`src/rtl/modexp_pkg.sv`:
```
package modexp_pkg;

    localparam int WORD_BITS = 64;
    localparam int CNT_BITS  = $clog2(WORD_BITS);

    typedef logic [WORD_BITS-1:0] t_word;

    typedef struct packed {
        logic  start;
        t_word addend;
        t_word mult;
    } t_mm_req;

    typedef struct packed {
        logic  done;
        t_word result;
    } t_mm_rsp;

endpackage

```
`src/rtl/modular_exponentiation.sv`:
```
// Channel | Valid       | Stall       | Payload
// --------+-------------+-------------+-------------------------------
// cfg     | i_cfg_wr_en | -           | i_cfg_wr_data (modulus)
// in      | i_in_valid  | o_in_stall  | i_base_value, i_exponent
// out     | o_out_valid | i_out_stall | o_power_mod, o_error
//
// A zero modulus or zero exponent skips the multiplier; otherwise each beat runs
// a reduction of the base and then its squarings and multiplies on the shared
// bit-serial modular multiplier that takes one multiplier bit per cycle.
// Reset is synchronous, active low, and loads the modulus with 1.
// A new input beat is taken while an earlier result waits on a stalled output.
module modular_exponentiation (
    input  logic                               i_clk,
    input  logic                               i_rst_n,
    input  logic                               i_cfg_wr_en,
    input  logic [modexp_pkg::WORD_BITS-1:0]   i_cfg_wr_data,
    input  logic                               i_in_valid,
    output logic                               o_in_stall,
    input  logic [modexp_pkg::WORD_BITS-1:0]   i_base_value,
    input  logic [modexp_pkg::WORD_BITS-1:0]   i_exponent,
    output logic                               o_out_valid,
    input  logic                               i_out_stall,
    output logic [modexp_pkg::WORD_BITS-1:0]   o_power_mod,
    output logic                               o_error
);

    localparam int W = modexp_pkg::WORD_BITS;
    localparam modexp_pkg::t_word ONE = modexp_pkg::t_word'(1);

    typedef enum logic [2:0] {
        S_IDLE,
        S_REDUCE,
        S_MUL,
        S_SQR,
        S_OUT
    } t_state;

    t_state              r_state, n_state;
    modexp_pkg::t_word   r_modulus;
    modexp_pkg::t_word   r_exp, n_exp;
    modexp_pkg::t_word   r_b, n_b;
    modexp_pkg::t_word   r_r, n_r;
    modexp_pkg::t_word   r_res, n_res;
    logic                r_err, n_err;
    logic                r_out_valid, n_out_valid;
    modexp_pkg::t_word   r_out_pm, n_out_pm;
    logic                r_out_err, n_out_err;

    modexp_pkg::t_mm_req mm_req;
    modexp_pkg::t_mm_rsp mm_rsp;

    modexp_mulmod u_mulmod (
        .i_clk     (i_clk),
        .i_rst_n   (i_rst_n),
        .i_modulus (r_modulus),
        .i_req     (mm_req),
        .o_rsp     (mm_rsp)
    );

    always_comb begin
        n_state     = r_state;
        n_exp       = r_exp;
        n_b         = r_b;
        n_r         = r_r;
        n_res       = r_res;
        n_err       = r_err;
        n_out_valid = r_out_valid && i_out_stall;
        n_out_pm    = r_out_pm;
        n_out_err   = r_out_err;
        mm_req      = '0;
        unique case (r_state)
            S_IDLE: begin
                if (i_in_valid) begin
                    if (r_modulus == '0) begin
                        n_res   = '0;
                        n_err   = 1'b1;
                        n_state = S_OUT;
                    end else if (i_exponent == '0) begin
                        n_res   = ONE;
                        n_err   = 1'b0;
                        n_state = S_OUT;
                    end else begin
                        n_exp         = i_exponent;
                        mm_req.start  = 1'b1;
                        mm_req.addend = ONE;
                        mm_req.mult   = i_base_value;
                        n_state       = S_REDUCE;
                    end
                end
            end
            S_REDUCE: begin
                if (mm_rsp.done) begin
                    n_b          = mm_rsp.result;
                    n_r          = ONE;
                    mm_req.start = 1'b1;
                    mm_req.mult  = mm_rsp.result;
                    if (r_exp[0]) begin
                        mm_req.addend = ONE;
                        n_state       = S_MUL;
                    end else begin
                        mm_req.addend = mm_rsp.result;
                        n_state       = S_SQR;
                    end
                end
            end
            S_MUL: begin
                if (mm_rsp.done) begin
                    n_r = mm_rsp.result;
                    if (r_exp[W-1:1] == '0) begin
                        n_res   = mm_rsp.result;
                        n_err   = 1'b0;
                        n_state = S_OUT;
                    end else begin
                        mm_req.start  = 1'b1;
                        mm_req.addend = r_b;
                        mm_req.mult   = r_b;
                        n_state       = S_SQR;
                    end
                end
            end
            S_SQR: begin
                if (mm_rsp.done) begin
                    n_b          = mm_rsp.result;
                    n_exp        = {1'b0, r_exp[W-1:1]};
                    mm_req.start = 1'b1;
                    mm_req.mult  = mm_rsp.result;
                    if (r_exp[1]) begin
                        mm_req.addend = r_r;
                        n_state       = S_MUL;
                    end else begin
                        mm_req.addend = mm_rsp.result;
                        n_state       = S_SQR;
                    end
                end
            end
            S_OUT: begin
                if (!r_out_valid || !i_out_stall) begin
                    n_out_valid = 1'b1;
                    n_out_pm    = r_res;
                    n_out_err   = r_err;
                    n_state     = S_IDLE;
                end
            end
            default: begin
                n_state = S_IDLE;
            end
        endcase
    end

    always_ff @(posedge i_clk) begin
        if (!i_rst_n) begin
            r_state     <= S_IDLE;
            r_out_valid <= 1'b0;
            r_modulus   <= ONE;
        end else begin
            r_state     <= n_state;
            r_out_valid <= n_out_valid;
            if (i_cfg_wr_en) begin
                r_modulus <= i_cfg_wr_data;
            end
        end
        r_exp     <= n_exp;
        r_b       <= n_b;
        r_r       <= n_r;
        r_res     <= n_res;
        r_err     <= n_err;
        r_out_pm  <= n_out_pm;
        r_out_err <= n_out_err;
    end

    assign o_in_stall  = (r_state != S_IDLE);
    assign o_out_valid = r_out_valid;
    assign o_power_mod = r_out_pm;
    assign o_error     = r_out_err;

endmodule

```
`src/rtl/modexp_mulmod.sv`:
```
module modexp_mulmod (
    input  logic                i_clk,
    input  logic                i_rst_n,
    input  modexp_pkg::t_word   i_modulus,
    input  modexp_pkg::t_mm_req i_req,
    output modexp_pkg::t_mm_rsp o_rsp
);

    localparam int W = modexp_pkg::WORD_BITS;

    logic                          r_busy, n_busy;
    logic                          r_done, n_done;
    logic [modexp_pkg::CNT_BITS-1:0] r_cnt, n_cnt;
    modexp_pkg::t_word             r_acc, n_acc;
    modexp_pkg::t_word             r_addend, n_addend;
    modexp_pkg::t_word             r_bits, n_bits;

    logic [W+2:0] sum;
    logic [W+2:0] diff1;
    logic [W+2:0] diff2;

    always_comb begin
        sum   = {2'b00, r_acc, 1'b0} + {3'b000, (r_bits[W-1] ? r_addend : '0)};
        diff1 = sum - {3'b000, i_modulus};
        diff2 = sum - {2'b00, i_modulus, 1'b0};
    end

    always_comb begin
        n_busy   = r_busy;
        n_done   = 1'b0;
        n_cnt    = r_cnt;
        n_acc    = r_acc;
        n_addend = r_addend;
        n_bits   = r_bits;
        if (i_req.start) begin
            n_busy   = 1'b1;
            n_cnt    = '0;
            n_acc    = '0;
            n_addend = i_req.addend;
            n_bits   = i_req.mult;
        end else if (r_busy) begin
            if (!diff2[W+2]) begin
                n_acc = diff2[W-1:0];
            end else if (!diff1[W+2]) begin
                n_acc = diff1[W-1:0];
            end else begin
                n_acc = sum[W-1:0];
            end
            n_bits = {r_bits[W-2:0], 1'b0};
            n_cnt  = r_cnt + 1'b1;
            if (r_cnt == modexp_pkg::CNT_BITS'(W - 1)) begin
                n_busy = 1'b0;
                n_done = 1'b1;
            end
        end
    end

    always_ff @(posedge i_clk) begin
        if (!i_rst_n) begin
            r_busy <= 1'b0;
            r_done <= 1'b0;
            r_cnt  <= '0;
        end else begin
            r_busy <= n_busy;
            r_done <= n_done;
            r_cnt  <= n_cnt;
        end
        r_acc    <= n_acc;
        r_addend <= n_addend;
        r_bits   <= n_bits;
    end

    assign o_rsp.done   = r_done;
    assign o_rsp.result = r_acc;

endmodule

```
`config.mk`:
```
export PLATFORM = sky130hd
export DESIGN_NAME = modular_exponentiation
export DESIGN_NICKNAME = d
export VERILOG_FILES = /design/src/rtl/modexp_pkg.sv /design/src/rtl/modular_exponentiation.sv /design/src/rtl/modexp_mulmod.sv
export SDC_FILE = /design/constraint.sdc
export NUM_CORES = 1
export LEC_CHECK = 0
export ABC_AREA = 1
export BUFFER_PORTS_ARGS = -buffer_cell sky130_fd_sc_hd__buf_2
export CELL_PAD_IN_SITES_DETAIL_PLACEMENT = 0
export CELL_PAD_IN_SITES_GLOBAL_PLACEMENT = 1
export CORE_MARGIN = 2
export CORE_UTILIZATION = 45
export CTS_BUF_LIST = sky130_fd_sc_hd__clkbuf_4 sky130_fd_sc_hd__clkbuf_8 sky130_fd_sc_hd__clkbuf_16
export DETAILED_ROUTE_END_ITERATION = 12
export GPL_TIMING_DRIVEN = 0
export PLACE_DENSITY = 0.89
export SLEW_MARGIN = 30
export SYNTH_ARGS = -nofsm -noshare
export SYNTH_HDL_FRONTEND = slang
export SYNTH_SLANG_ARGS = --single-unit
export TNS_END_PERCENT = 10
```
`constraint.sdc`:
```
create_clock -name i_clk -period 8.3 [get_ports i_clk]
set_clock_uncertainty 0.05 [all_clocks]
set_input_delay 1.66 -clock i_clk [delete_from_list [all_inputs] [get_ports i_clk]]
set_output_delay 1.66 -clock i_clk [all_outputs]
set_load 0.02 [all_outputs]
```
==> impl_metrics.tcl <==
set metrics [dict create \
    synthMuxAreaShare_pct 0 \
    synth.distinct_cells 48 \
    routed_wl_mm 158 \
    postSynthAreaPerCell_sq_um 7.43 \
    clk_pin_slew_ns 0.06 \
    numClockSinks 590 \
    cts_buffer_depth 3 \
    drc 0 \
    grt_max_degree 46 \
    grt_pass1_wl_mm 225 \
    cts-root-buf "clkbuf_16" \
    cpMaxStageDelayCell "nor4_1" \
    use_met1_pct 46.9 \
    die_w_um 301 \
    ys_ff_latch 590 \
    tightest_slew_ns 1.11 \
    finalSetupViolCount 0 \
    cts_tree "done" \
    synthesis.area_sq_mm 0.0396 \
    drive_gt1_share_pct 8.54 \
    grt_pass1_vias 35600 \
    fin_crit_ns 7.60 \
    grt_usage_pct 33.9 \
    grt_use_met2_pct 51.8 \
    postCtsResizedCells 0 \
    num_vias 39500 \
    cts_max_level 3 \
    hp-class "flop to flop" \
    avgRoutedWirePerCell_um 23.0 \
    gp_congestion 1.07 \
    fmax_mhz 132 \
    grtUsageMet3_pct 7.48 \
    synthesis.nets 5720 \
    synthToLayoutAreaGrowth_pct 13.9 \
    start_util_pct 45.5 \
    synthMostInstantiatedCell "nand2_1" \
    cts_buffers 67 \
    relSlewSlack_pct 25.1 \
    clock_latency_ns 0.65 \
    cpMostUsedCell "nand2_1" \
    cp-start-kind "flop" \
    synthAdderAreaFrac_pct 6.22 \
    syn_inst 5328 \
    rows 108 \
    worstSetupEndpointType "flop" \
    die-area_sq_mm 0.0903 \
    maxCapViolations 0 \
    path_class "flop to flop" \
    slowest_delay_ns 0.87 \
    rsz0062_at_grt "no" \
    portBuffers 262 \
    cts_setup_buffers 0 \
    drtIter0Drc 5157 \
    synth_compound_area_share_pct 15.7 \
    core_area_sq_mm 0.0869 \
    hold_buffers 0 \
    gr-total-overflow 0 \
    synth_area_leader_cell "edfxtp_1" \
    outcome "complete, no violations" \
    slew_violations 0 \
    first_pass_iters 9 \
    timing.hold.ws_ns 0.360 \
    dominantRegCellSynth "edfxtp_1" \
    cp.required_ns 8.76 \
    synth_top_family_by_area "simple AND/OR/NAND/NOR gates" \
    seq_area_frac_synth_pct 41.2 \
    synth_xor_area_share_pct 3.01 \
    die_h_um 301 \
    via_per_inst 5.73 \
    worstPathMaxFanout 10 \
    grt_most_used_layer "met2" \
    ioPinCount 264 \
    place_hpwl_mm 130 \
    antenna_found_initial 6 \
    synthDominantCellAreaShare_pct 34.2 \
    fin_nets 6066 \
    synth_edf_count 450 \
    async_flop_share_pct 0 \
    ys_warn_count 0 \
    arrival_ns 8.06 \
    synthTopCellsByArea "edfxtp_1 (34%), nand2_1 (13%), dfxtp_1 (7.1%), a21oi_1 (6.6%), inv_1 (6.5%)" \
    finalHoldViolCount 0 \
    synthTopCellsByCount "nand2_1 (1388), inv_1 (689), nor2_1 (527)" \
    fin_crit_sh_pct 91.5 \
    ant_nets 0 \
    yosys.area_share.simple_pct 25.3 \
]
==> worst max-delay path, delay by kind of cell, from the launching register on <==
kind,cells,cell delay (ns)
fa+ha+maj,3,0.97
buf+inv,6,1.16
compound gates,5,1.78
simple gates,15,3.17
flops,1,0.32
==> state kept, by name, summed over array words and instances, names as in the netlist <==
name	flops
o_error	1
o_out_valid	1
o_power_mod	64
r_b	64
r_err	1
r_exp	64
r_modulus	64
r_r	64
r_res	64
r_state	3
u_mulmod.r_acc	64
u_mulmod.r_addend	64
u_mulmod.r_bits	64
u_mulmod.r_busy	1
u_mulmod.r_cnt	6
u_mulmod.r_done	1
==> per-stage QoR <==
step	area (sq um)	setup TNS, ns	instances	utilization, %	setup WS (ns)
floorplan	39600	0	5328	-	2.09
global placement	42300	-288.13	6745	48.7	-2.16
detailed placement	42700	0	6760	49.2	1.22
CTS	45000	0	6881	51.8	1.16
global route	45000	0	6883	51.8	0.644
finish	45000	0	6887	51.8	0.704
==> worst paths after layout <==
kind	start	endpoint	slack, ns	cells past startpoint
max	u_mulmod.r_bits[63]	u_mulmod.r_acc[55]	0.70	29
min	r_res[19]	o_power_mod[19]	0.36	0
max reg2reg	u_mulmod.r_bits[63]	u_mulmod.r_acc[55]	0.70	29
min reg2reg	r_res[19]	o_power_mod[19]	0.36	0
==> layout by cell type (no fill, tap or decap), types with 51 or more instances in the layout <==
cell,n
nand2_1,1387
inv_1,688
nor2_1,526
a21oi_1,516
edfxtp_1,450
o21ai_0,346
nand3_1,288
buf_2,284
ha_1,192
dfxtp_1,140
clkbuf_1,115
xor2_1,86
o211ai_1,75
clkbuf_16,67
nand4_1,55
nor4_1,51
==> per-layer routing <==
layer	routed length (um)	up-vias
li1	-	18600
met1	65800	18400
met2	69100	2142
met3	17300	299
met4	6240	0
met5	0	-
==> area by class of cell <==
type                    instances  area [sq um]
fillers                      8522         41800
multi-input cells            3857         19900
flip-flops and latches        590         16300
inverters                     717          2690
clock buffers                  81          1790
repair buffers                277          1650
well taps                    1155          1450
plain buffers                 164           704
clock inverters                40           509
diodes                          6          15.0
==> kinds of logic (layout without fill, tap and decap cells) <==
| family | after synthesis | count (layout) |
|---|---|---|
| AO/OA/AOI/OAI | 1109 | 1109 |
| XOR/XNOR | 136 | 136 |
| adder cells (fa/ha/maj) | 195 | 195 |
| buffers and inverters | 881 | 1279 |
| flip-flops | 590 | 590 |
| other | 0 | 6 |
| AND/OR/NAND/NOR | 2417 | 2417 |
Power is left out: the tool's default activity adds up to more than one toggle a clock period on the data nets, which glitch-free logic cannot reach.
